===== config.mk =====
export PLATFORM = sky130hd
export DESIGN_NAME = mte_cordic
export DESIGN_NICKNAME = d
export VERILOG_FILES = /design/src/rtl/mte_pkg.sv /design/src/rtl/mte_cordic.sv
export SDC_FILE = /design/constraint.sdc
export NUM_CORES = 1
export LEC_CHECK = 0
export BUFFER_PORTS_ARGS = -buffer_cell sky130_fd_sc_hd__buf_2
export CAP_MARGIN = 10
export CORE_ASPECT_RATIO = 1.75
export CORE_MARGIN = 2
export CORE_UTILIZATION = 40
export DETAILED_ROUTE_END_ITERATION = 8
export PLACE_DENSITY_LB_ADDON = 0.3
export SYNTH_ARGS = -nofsm -noshare
export SYNTH_HDL_FRONTEND = slang
export SYNTH_SLANG_ARGS = --single-unit

===== constraint.sdc =====
create_clock -name i_clk -period 6.6 [get_ports i_clk]
set_clock_uncertainty 0.05 [all_clocks]
set_input_delay 1.98 -clock i_clk [delete_from_list [all_inputs] [get_ports i_clk]]
set_output_delay 1.98 -clock i_clk [all_outputs]
set_load 0.05 [all_outputs]

===== src/rtl/mte_pkg.sv =====
// Types and constants of the matrix transform engine.
// No dependencies.
package mte_pkg;
    typedef enum logic [2:0] {
        FN_XFORM = 3'd0, FN_LOAD = 3'd1, FN_IDENT = 3'd2, FN_SCALE = 3'd3,
        FN_TRANS = 3'd4, FN_ROTX = 3'd5, FN_ROTY = 3'd6, FN_ROTZ = 3'd7
    } t_func;

    localparam logic signed [31:0] ANG_PI      = 32'sd843314857;
    localparam logic signed [31:0] ANG_HALF_PI = 32'sd421657428;
    localparam logic signed [33:0] CORDIC_GAIN = 34'sd652032874;
    localparam int unsigned        TRIG_FRAC   = 30;

    function automatic logic signed [31:0] atan_entry(input logic [4:0] i);
        logic signed [31:0] r;
        case (i)
            5'd0: r = 32'sd210828714;
            5'd1: r = 32'sd124459457;
            5'd2: r = 32'sd65760959;
            5'd3: r = 32'sd33381290;
            5'd4: r = 32'sd16755422;
            5'd5: r = 32'sd8385879;
            5'd6: r = 32'sd4193963;
            5'd7: r = 32'sd2097109;
            5'd8: r = 32'sd1048571;
            5'd9: r = 32'sd524287;
            default: r = (i < 5'd28) ? (32'sd1 <<< (5'd28 - i)) : 32'sd0;
        endcase
        return r;
    endfunction

    function automatic logic signed [31:0] sat32(input logic signed [63:0] v);
        logic signed [31:0] r;
        if (v > 64'sh000000007FFFFFFF) r = 32'sh7FFFFFFF;
        else if (v < -64'sh0000000080000000) r = 32'sh80000000;
        else r = v[31:0];
        return r;
    endfunction

    function automatic logic sat_hit(input logic signed [63:0] v);
        return (v > 64'sh000000007FFFFFFF) || (v < -64'sh0000000080000000);
    endfunction
endpackage


===== src/rtl/mte_cordic.sv =====
// Iterative rotation-mode CORDIC giving sine and cosine in Q4.30, one step a cycle.
// Depends on mte_pkg.
module mte_cordic
    import mte_pkg::*;
#(
    parameter int STEPS = 20
) (
    input  logic               i_clk,
    input  logic               i_rst_n,
    input  logic               i_start,
    input  logic signed [30:0] i_angle,
    output logic               o_done,
    output logic signed [33:0] o_sin,
    output logic signed [33:0] o_cos
);
    localparam int CW = $clog2(STEPS + 1);

    logic               r_busy;
    logic [CW-1:0]      r_cnt;
    logic signed [33:0] r_x, r_y;
    logic signed [31:0] r_a;
    logic               r_neg;
    logic signed [31:0] a0;
    logic [4:0]         idx;

    assign idx = 5'(r_cnt);

    always_comb begin
        a0 = 32'(i_angle);
        if (a0 > ANG_HALF_PI) a0 = a0 - ANG_PI;
        else if (a0 < -ANG_HALF_PI) a0 = a0 + ANG_PI;
    end

    always_ff @(posedge i_clk) begin
        if (!i_rst_n) begin
            r_busy <= 1'b0;
            o_done <= 1'b0;
            r_cnt  <= '0;
        end else begin
            o_done <= 1'b0;
            if (i_start) begin
                r_busy <= 1'b1;
                r_cnt  <= '0;
                r_x    <= CORDIC_GAIN;
                r_y    <= '0;
                r_a    <= a0;
                r_neg  <= (32'(i_angle) > ANG_HALF_PI) || (32'(i_angle) < -ANG_HALF_PI);
            end else if (r_busy) begin
                if (r_a >= 0) begin
                    r_x <= r_x - (r_y >>> idx);
                    r_y <= r_y + (r_x >>> idx);
                    r_a <= r_a - atan_entry(idx);
                end else begin
                    r_x <= r_x + (r_y >>> idx);
                    r_y <= r_y - (r_x >>> idx);
                    r_a <= r_a + atan_entry(idx);
                end
                r_cnt <= r_cnt + 1'b1;
                if (r_cnt == CW'(STEPS - 1)) begin
                    r_busy <= 1'b0;
                    o_done <= 1'b1;
                end
            end
        end
    end

    assign o_sin = r_neg ? -r_y : r_y;
    assign o_cos = r_neg ? -r_x : r_x;
endmodule


=== Yosys cells after proc, flatten, opt, wreduce, memory -nomap -nowiden ===
Index checks and enable logic that the tools add are counted.

* Equality and inequality tests: 10
* Reduce and logical (&&, ||, !) cells: 7
* Bitwise operators: 2
* Shift operators: 3
* $add $sub $neg: 12
* Multiplexer cells: 25
* $lt $le $gt $ge: 4

{| class="wikitable"
|+ Operator list
! cell !! count
|-
| $mux 32 || 14
|-
| $pmux 32 s10 || 1
|-
| $mux 34 || 6
|-
| $add 34x34->34 || 2
|-
| $neg 34->34 || 2
|-
| $sshr 34x5->34 || 2
|-
| $sub 34x34->34 || 2
|-
| $add 31x31->32 const B || 1
|-
| $add 32x32->32 || 1
|-
| $ge 32x1->1 const B || 1
|-
| $sshl 2x5->32 const A || 1
|-
| $sub 31x31->32 const B || 1
|-
| $sub 32x32->32 || 1
|-
| $gt 31x30->1 const B || 1
|-
| $lt 31x30->1 const B || 1
|-
| $eq 5x3->1 const B || 4
|-
| $eq 5x2->1 const B || 2
|-
| $eq 5x4->1 const B || 2
|-
| $add 5x1->5 const B || 1
|-
| $eq 5x1->1 const B || 1
|-
| $eq 5x5->1 const B || 1
|-
| $logic_not 5->1 || 1
|-
| $lt 5x5->1 const B || 1
|-
| $sub 5x5->5 const A || 1
|-
| 7 further kinds || 12
|}

* Bits in registers: 108
* Output and inout port bits: 69

=== Depth between registers and ports, before layout ===
Gate-level depths: netlist of the first run.

* Depth after elaboration: 12
* Mapped depth: 29

=== Least setup slack after synthesis of the first run ===
No wires, ideal clock.

* Kind: reg-to-reg
* From: register r_cnt[1], in the netlist idx[1]
* To: register r_a[31] (data pin)
* Cell stages (with the launch flop): 28
* Clock period less this slack: 6169 ps
* Arrival time: 5859 ps
* Path buffers: 5
* Required time: 6290 ps
* Slack: 431 ps
* Cells stage by stage: dfxtp_1 -> buf_6 -> buf_12 -> buf_6 -> buf_6 -> inv_1 -> ha_1 -> clkbuf_1 -> nor2_1 -> a2bb2oi_1 -> o21ai_1 -> a211oi_1 -> nand4_1 -> nor3_1 -> nand2_1 -> o21ai_0 -> xnor2_1 -> ha_1 -> nand3_1 -> nor2_1 -> and2_1 -> nand4_1 -> a2111oi_0 -> nor2_1 -> a211oi_1 -> o22ai_1 -> xor2_1 -> mux2_2

* Longest elaborated chain between the ends: 12

{| class="wikitable"
|+ RTL lines
! item !! RTL line !! text
|-
| start, declared || mte_cordic.sv:19 || <nowiki>logic [CW-1:0] r_cnt;</nowiki>
|-
| start signal, assigned || mte_cordic.sv:58 || <nowiki>r_cnt <= r_cnt + 1'b1;</nowiki>
|-
| $sub 5x5->5 || mte_pkg.sv:27 || <nowiki>default: r = (i < 5'd28) ? (32'sd1 <<< (5'd28 - i)) : 32'sd0;</nowiki>
|-
| $sshl 2x5->32 || mte_pkg.sv:27 ||
|-
| $mux 32 || mte_pkg.sv:27 ||
|-
| $pmux 32 s10 * || mte_pkg.sv:16 || <nowiki>case (i)</nowiki>
|-
| $mux 32 || mte_cordic.sv:49 || <nowiki>if (r_a >= 0) begin</nowiki>
|-
| $mux 32 || mte_cordic.sv:48 || <nowiki>end else if (r_busy) begin</nowiki>
|-
| $mux 32 || mte_cordic.sv:41 || <nowiki>if (i_start) begin</nowiki>
|-
| $mux 32 || mte_cordic.sv:35 || <nowiki>if (!i_rst_n) begin</nowiki>
|-
| $add 32x32->32 / $sub 32x32->32 (equally long branches) || mte_cordic.sv:56, mte_cordic.sv:52 ||
|-
| $mux 32 * || mte_cordic.sv:49 ||
|-
| $mux 32 * || mte_cordic.sv:48 ||
|-
| $mux 32 * || mte_cordic.sv:41 ||
|-
| end signal, assigned || mte_cordic.sv:52 || <nowiki>r_a <= r_a - atan_entry(idx);</nowiki>
|-
| end signal, assigned || mte_cordic.sv:56 || <nowiki>r_a <= r_a + atan_entry(idx);</nowiki>
|-
| end, declared || mte_cordic.sv:21 || <nowiki>logic signed [31:0] r_a;</nowiki>
|}

Mark *: on every way between the ends. The rest lies on a longest branch, timed or not. The select of a mux whose other input is x is not followed.
A chain may end at the register's enable or synchronous reset.

=== Worst setup path after layout of the first run ===
* From: register r_cnt[1], in the netlist idx[1]
* To: register r_x[27] (data pin)

* Longest elaborated chain between the ends: 4

{| class="wikitable"
|+ RTL lines
! item !! RTL line !! text
|-
| $sshr 34x5->34 * || mte_cordic.sv:50, mte_cordic.sv:54 ||
|-
| $add 34x34->34 / $sub 34x34->34 (equally long branches) || mte_cordic.sv:54, mte_cordic.sv:50 ||
|-
| $mux 34 * || mte_cordic.sv:49 ||
|-
| $mux 34 * || mte_cordic.sv:48 ||
|-
| end signal, assigned || mte_cordic.sv:50 || <nowiki>r_x <= r_x - (r_y >>> idx);</nowiki>
|-
| end signal, assigned || mte_cordic.sv:54 || <nowiki>r_x <= r_x + (r_y >>> idx);</nowiki>
|-
| end, declared || mte_cordic.sv:20 || <nowiki>logic signed [33:0] r_x, r_y;</nowiki>
|}

Marked as above.

==> results of run 1 <==
[area by class of cell]
type                            instances  area, um^2  area share
Multi-Input combinational cell       1960       14700       0.711
Clock inverter                          4        33.8     0.00164
Clock buffer                           12         246      0.0119
Timing Repair Buffer                  225        1520      0.0735
Tap cell                              588         736      0.0356
Inverter                               65         244      0.0118
Sequential cell                       108        3190       0.154
[placed cells by master (no fill, tap or decap), types with 51 or more instances in the layout]
master                     Yosys  routed
sky130_fd_sc_hd__buf_2        17     101
sky130_fd_sc_hd__ha_1        110     110
sky130_fd_sc_hd__o21ai_0     169     169
sky130_fd_sc_hd__edfxtp_1    101     101
sky130_fd_sc_hd__buf_4         8     118
sky130_fd_sc_hd__xor2_1       98      98
sky130_fd_sc_hd__nor2_1      183     183
sky130_fd_sc_hd__inv_1        63      63
sky130_fd_sc_hd__mux4_2       77      77
sky130_fd_sc_hd__xnor2_1     167     167
sky130_fd_sc_hd__mux2i_1      51      51
sky130_fd_sc_hd__nand2_1     218     218
sky130_fd_sc_hd__a21o_1       62      62
sky130_fd_sc_hd__a21oi_1     159     159
[kinds of logic (layout without fill, tap and decap cells)]
kind of cell               after synthesis  count (layout)  share of synthesized area
AOI/OAI and AO/OA                      720             720                      0.254
xor gates and xnor gates               265             265                      0.123
adders and majority gates              113             113                     0.0763
buffers and inverters                  230             306                     0.0527
DFF                                    108             108                      0.169
muxes                                  172             172                      0.146
and+or+nand+nor                        690             690                      0.178
[worst min-delay path: cells and delay by family, from the launching register on]
family	cells	cell delay [ps]
DFF	1	380
xor gates and xnor gates	1	170
and+or+nand+nor	1	50
[sequential cells by signal, summed over array words and instances, names as in the netlist]
signal,cells
r_a,32
o_done,1
r_y,34
r_x,34
idx,5
r_neg,1
r_busy,1
[routing by layer]
| metal | GRT usage | up-vias |
|---|---|---|
| met5 | 0 | - |
| met4 | 0.260 | 0 |
| met3 | 0.0348 | 262 |
| met2 | 0.543 | 604 |
| met1 | 0.271 | 9001 |
| li1 | - | 8765 |
[repair_timing]
action | in CTS | in global routing
endpoints found under the setup margin | 0 | 5
gates resized for setup | 0 | 4
setup buffers | 0 | 1
[power groups by stage]
stage	Clock [W]	Combinational, W	Sequential, W
floorplan	0	0.00385	0.00114
CTS	0.000577	0.00498	0.00136
finish	0.000563	0.00501	0.00137
detailed placement	0	0.00495	0.00138
global route	0.000597	0.00546	0.00139
global placement	0	0.00488	0.00137
[worst min-delay path by stage]
stage | cells after the start | from | end | slack, ps
detailed placement | 2 | r_busy | idx[0] | 560
global placement | 2 | r_busy | idx[0] | 580
floorplan | 2 | r_busy | idx[0] | 490
global route | 2 | r_busy | idx[0] | 620
CTS | 2 | r_busy | idx[0] | 580
finish | 2 | r_busy | idx[0] | 580
[through the flow]
stage,cells,hold slack (ps)
3_3_place_gp,2945,580
3_5_place_dp,2945,560
2_1_floorplan,2298,495
6_report,2962,579
4_1_cts,2961,584
5_1_grt,2962,617
==> flow_results.org, run 1 <==
** Clocking
- Counting along the longest clock path gives a buffer depth of 2.
- The clock tree synthesis step divided the H-tree into 3 levels.
- Worst-path clk slew :: 80 ps
- Number of CTS-inserted buffers :: 9
- Root buf cell :: sky130_fd_sc_hd__clkbuf_16
- TritonCTS built the clock tree.
- Hold repair after CTS inserted 0 buffers.
- Clock latency on the worst-skew pair, taken at its later pin, is 400 ps.
- CTS saw 108 sinks.

** GRT
- Number of global-route vias before repair :: 19.0k
- Number of antenna violations at the first check in global routing :: 0
- Across every metal layer, demand over resource in global routing totals 0.290.
- After global routing the overflow that remains totals 0.
- The first global-routing pass estimated 109,000 um of wire.
- Entering global routing, the biggest net connects 73 pins.

** Final layout
- Compared with the post-synthesis result, the final layout area differs by 9.76%.
- Antenna cells :: 0
- Final Instance Area :: 0.0207 mm^2
- Post-layout utilization of the core :: 0.443
- Filler Cell Count :: 4,716
- Layout cell share with drive strength beyond 1 :: 0.174
- The net count of the finished layout is 2,516.

** Synth
- In the synthesized netlist, the number of instances is 2,298.
- Number of distinct standard cells referenced by the synthesized netlist :: 102
- By area the synthesized netlist is led by sky130_fd_sc_hd__edfxtp_1 16%, sky130_fd_sc_hd__mux4_2 9.2%, sky130_fd_sc_hd__xnor2_1 7.8%.
- Yosys printed 0 warnings.
- Prevailing post-synth register cell :: sky130_fd_sc_hd__edfxtp_1
- After synthesis, the share of flip-flops with an asynchronous set or reset is 0.
- The number of nets in the synthesized netlist is 2,445.
- Yosys mapped a number of flops with a built-in enable equal to 101.
- After synthesis the cells add up to 0.0188 mm^2.
- Dominant cell by count in the synthesized netlist :: sky130_fd_sc_hd__nand2_1
- Cell taking the most area after synthesis :: sky130_fd_sc_hd__edfxtp_1
- In this run, synthesis produced a sequential element count of 108.
- By count the netlist is led by 218 x sky130_fd_sc_hd__nand2_1, 183 x sky130_fd_sc_hd__nor2_1, 169 x sky130_fd_sc_hd__o21ai_0.
- Top cell type's share of synthesized area :: 0.161
- Of the synthesized area, sequential elements account for 0.169.
- In this run the mean area of a mapped cell was 8.19 um^2.

** Power
- Internal cell power :: 0.00329 W
- Of the total power, the share spent switching nets is 0.527.
- Power spread over the standard cell area amounts to 336 mW/mm^2.
- Worst-case vdd ir drop :: 0.000129 V
- Of the total power, combinational logic draws 0.722.
- Pwr Total :: 0.00695 W
- Part of the power in the clock network :: 0.081
- Flop pwr share :: 0.197
- Net Switching :: 0.00366 W
- The analysis attributes to cell leakage a power of 8.00 nW.

** Route
- Average vias per placed instance :: 6.29
- Post-detailed-routing wire length :: 71,600 um
- Drt pass-1 iters :: 6
- Via count :: 18.6k
- In the detailed route, the total length drawn on met2 is 37,400 um.
- Antenna Violating Nets Remaining :: 0
- Detailed-routing wirelength on met1 :: 23,900 um
- Post-route DRC :: 0
- Detailed-routed wire length on met3 :: 2900 um
- Dividing the detail-routed wire length by the instance count gives 24.2 um.
- The detailed router finished its first iteration with 1,466 violations.
- The highest layer touched by signal routing is met4.

** STA
- Worst-Margin Slew :: 1350 ps
- Relative slew margins :: 0.0989
- RSZ-0062 raised after global routing :: no
- Setup violations remaining at the end of the flow were counted as 0.
- Aggregate negative setup slack :: 0 ps
- Count of final max-slew check failures :: 0
- Max Clk Rate :: 157 MHz
- Subtracting the final worst setup slack from the clock period gives 6380 ps.
- PnR worst setup slack :: 224 ps
- Final cycle utilization of the critical path :: 0.966
- The count of endpoints failing hold in the final timing report was 0.

** Worst setup path
- Of all nets on the critical path, the largest fanout is 60.
- The setup check on the worst reg-to-reg path leaves a slack of 220 ps.
- For this run, the slowest stage of the critical path takes 570 ps.
- Start-to-end type of the worst setup path :: flip-flop to flip-flop
- The number of buffers and inverters on the critical path is 2.
- Number of cells on the critical path :: 20
- Critical Path Sink :: r_x[27]
- Crit path from :: idx[1]
- Data on the critical path is required at its endpoint by 6690 ps.
- Kind of capture point of the worst setup path :: flip-flop
- Destination of the worst register-to-register timing path :: r_x[27]
- Arrival time of data at the critical path endpoint :: 6470 ps
- The worst register-to-register path begins at idx[1].
- The worst setup path is launched from a flip-flop.
- Among cell families on the critical path, the largest total delay comes from compound AO/OA/AOI/OAI gates.
- For this design, the slowest cell found on the critical path is sky130_fd_sc_hd__mux4_2.
- Length in cells of the worst reg-to-reg path :: 20
- Worst-path cell chain :: buf_12, mux4_2, mux2_2, o22ai_1, mux2_2, nand4_1, nor3_2, buf_4, nor2_1, xor2_1, ha_1, a211oi_1, o211ai_1, a211oi_1, o21a_1, a21oi_1, or2_2, a311oi_1, xor2_1, nor2_1

** Status
- The flow ran to the end, and the final reports show no timing, DRC or antenna violations.

** Floorplan
- Initial Utilization :: 0.403
- The region available for standard cell placement spans 0.0466 mm^2.
- Die Outline Area :: 0.0489 mm^2
- IO Pins :: 103
- Site Rows :: 105
- Overall die width :: 168 um
- Height of the chip :: 291 um

** Placed design
- The congestion estimate from routability-driven global placement came to 1.01.
- Post-Place Setup Slack :: 291 ps
- Detailed placer's ending HPWL :: 56,900 um
- Buffers placed on the I/O ports in this run total 102.
- Placed inst area :: 0.0203 mm^2

** Min path
- In this run the worst hold path is classified as flip-flop to flip-flop.

** Run
- Max-capacitance violation count :: 0
Power figures use the tool's default switching activity.
==> run 2: changes to the inputs <==
PLACE_DENSITY = 0.66   (was not set)
PLACE_DENSITY_LB_ADDON = not set   (was 0.3)
==> run 2 against run 1 <==
Against the previous run:
- hold slack worse by 20 ps
- routed wire length grew 1.3%
- critical path depth rose by 2
- non-clock buffer count up 23
- utilization rose by 0.48 points
- largest power group unchanged
==> flow_results.org, run 2 (same netlist as run 1, synthesis figures left out) <==
** Final layout
- Leaving out fill and tap cells, the most frequent cell in the layout is sky130_fd_sc_hd__nand2_1.
- Largest registers in the final layout :: r_x x34, r_y x34, r_a x32
- The finished cells cover 0.0209 mm^2.
- Highest-count cells in the layout ignoring fill and taps :: 218 x sky130_fd_sc_hd__nand2_1, 183 x sky130_fd_sc_hd__nor2_1, 168 x sky130_fd_sc_hd__o21ai_0
- From synthesis to final layout, the design area changed by 11.0%.
- Of the cells placed in the final design, the portion with a size suffix greater than 1 is 0.184.
- Final standard cell count with taps included and fillers excluded :: 2,986
- For this run, the post-layout net count is 2,539.
- After filler insertion, the fill cell instance count of the layout stands at 4,580.

** Status
- Status :: finished, final reports clean

** Worst setup path
- Largest stage delay on the critical path :: 580 ps
- Slowest-stage cell, CP :: sky130_fd_sc_hd__or4b_4
- Combined buffer and inverter count along the critical path :: 4
- Cell family with most CP delay :: compound AO/OA/AOI/OAI gates
- Critical Path RT :: 6700 ps
- Kind of capture point of the worst setup path :: flip-flop
- The worst setup path is launched from a flip-flop.
- Of all nets on the critical path, the largest fanout is 38.
- Walking the worst path, the cells encountered are buf_12, buf_16, mux4_2, mux2_2, a22oi_1, o21ai_0, or4b_4, nor3_4, buf_4, a31oi_1, xor2_1, ha_1, buf_4, a21oi_1, o211ai_1, a211oi_2, o21a_1, a21oi_1, or2_2, a311oi_1, xor2_1, nor2_1.
- Start-to-end type of the worst setup path :: flip-flop to flip-flop
- At the worst endpoint, the arrival time is 6370 ps.

** Clocking
- Clock insertion delay at the later pin of the skew report :: 410 ps
- H-tree depth reported by CTS :: 3
- Gates resized during post-CTS repair numbered 0.
- No sink is reached through more buffers than the 2 on the longest clock path.
- Post-CTS setup-driven buffer insertion count :: 0
- Number of CTS-inserted buffers :: 9
- Root buf cell :: sky130_fd_sc_hd__clkbuf_16
- Clock-pin slew was measured on the worst setup and hold paths at 90 ps.
- Clk sinks :: 108
- Quantity of hold-fixing buffers added after cts :: 0
- TritonCTS clock tree :: built

** Route
- Average vias per placed instance :: 6.33
- Routed wire length per instance :: 24.3 um
- Via count :: 18.9k
- Antenna Violating Nets Remaining :: 0
- Post-detailed-routing wire length :: 72,500 um
- Starting DRC count in detailed routing :: 1,428
- Post-route DRC :: 0
- Drt pass-1 iters :: 6

** Power
- Power density of the placed cells :: 341 mW/mm^2
- Worst-case vdd ir drop :: 0.000161 V
- Summed over all cells, the static leakage comes to 8.15 nW.

** Placed design
- Placed inst area :: 0.0205 mm^2
- Routability Congestion :: 0.989
- Port Buf Inserts :: 102
- Placed cells :: 2,969
- The HPWL after detailed placement is 57,500 um.

** Floorplan
- IO Pins :: 103
- In this run the vertical extent of the chip is 291 um.
- After floorplanning, the core was sized to cover 0.0466 mm^2.
- Site Rows :: 105
- The die covers 0.0489 mm^2.
- Initial Utilization :: 0.403
- Overall die width :: 168 um

** GRT
- Wire length of the first global-routing pass :: 110,000 um
- Final global-route overflow total :: 0
- The via count of the first global-routing pass came to 19.0k.
- The initial antenna violation count is 1.
- Maximum number of pins on one net before global-route repair :: 83
- For this run, the total global-route usage over all layers was measured as 0.293.

** Run
- Across the run, the number of max-cap violations was 0.

** STA
- RSZ-0062 raised after global routing :: no
- Measured against its own limit, the worst slew margin works out to 0.172.
- For this run, the top clock speed supported by timing is 159 MHz.
- Final setup viols :: 0
- Dividing the final minimum period by the clock period gives 0.951.
- Aggregate negative setup slack :: 0 ps
- Count of final max-slew check failures :: 0
- For the pin with the worst max-slew slack, the measured transition is 1240 ps.
- Fin. Hold Viols :: 0
- Final Critical Period :: 6280 ps

** Min path
- HP Class :: flip-flop to flip-flop
## run 2: power by group
part	internal, W	switching, W
registers	0.00101	0.000340
logic	0.00211	0.00307
clock network	0.000273	0.000329
total	0.00339	0.00374
## run 2: routing by layer
metal / vias to the layer above / routed length [um] / track usage / share of wire
met4: 0 / 6410 / 0.232 / 0.088
li1: 8794 / - / - / -
met3: 232 / 2740 / 0.0321 / 0.038
met1: 9188 / 24900 / 0.287 / 0.34
met2: 692 / 38400 / 0.552 / 0.53
met5: - / 0 / 0 / 0
## run 2: final cells by class
cell class,instances,area (um^2),share of cell area
sequential,108,3190,0.153
tap,588,736,0.0352
inverter,65,244,0.0117
clock inverter,7,86.3,0.00413
clock buffer,9,225,0.0108
multi-input combinational,1960,14700,0.704
timing repair buffer,248,1700,0.0816
antenna,1,2.50,0.000120
## run 2: final timing paths
kind	slack, ps	end	cells after the start	startpoint
min	560	idx[0]	2	idx[0]
max	320	r_x[27]	22	idx[1]
min reg2reg	560	idx[0]	2	idx[0]
max reg2reg	320	r_x[27]	22	idx[1]
## run 2: worst reg2reg max path: cells and delay by family, from the launching register on
kind	cells	cell delay, ps
AO/OA/AOI/OAI	9	1810
AND/OR/NAND/NOR	4	1170
multiplexers	2	890
buffers and inverters	4	800
XOR/XNOR	2	610
flip-flops	1	360
adder cells (fa/ha/maj)	1	330
## run 2: metrics by stage
stage	util	hold WS (ps)	total power [W]	worst slack [ps]
6_report	0.448	559	0.00713	321
5_1_grt	0.448	615	0.00762	4.61
4_1_cts	0.447	561	0.00710	156
3_5_place_dp	0.440	534	0.00646	196
3_3_place_gp	0.440	534	0.00639	90.1
2_1_floorplan	-	495	0.00499	431
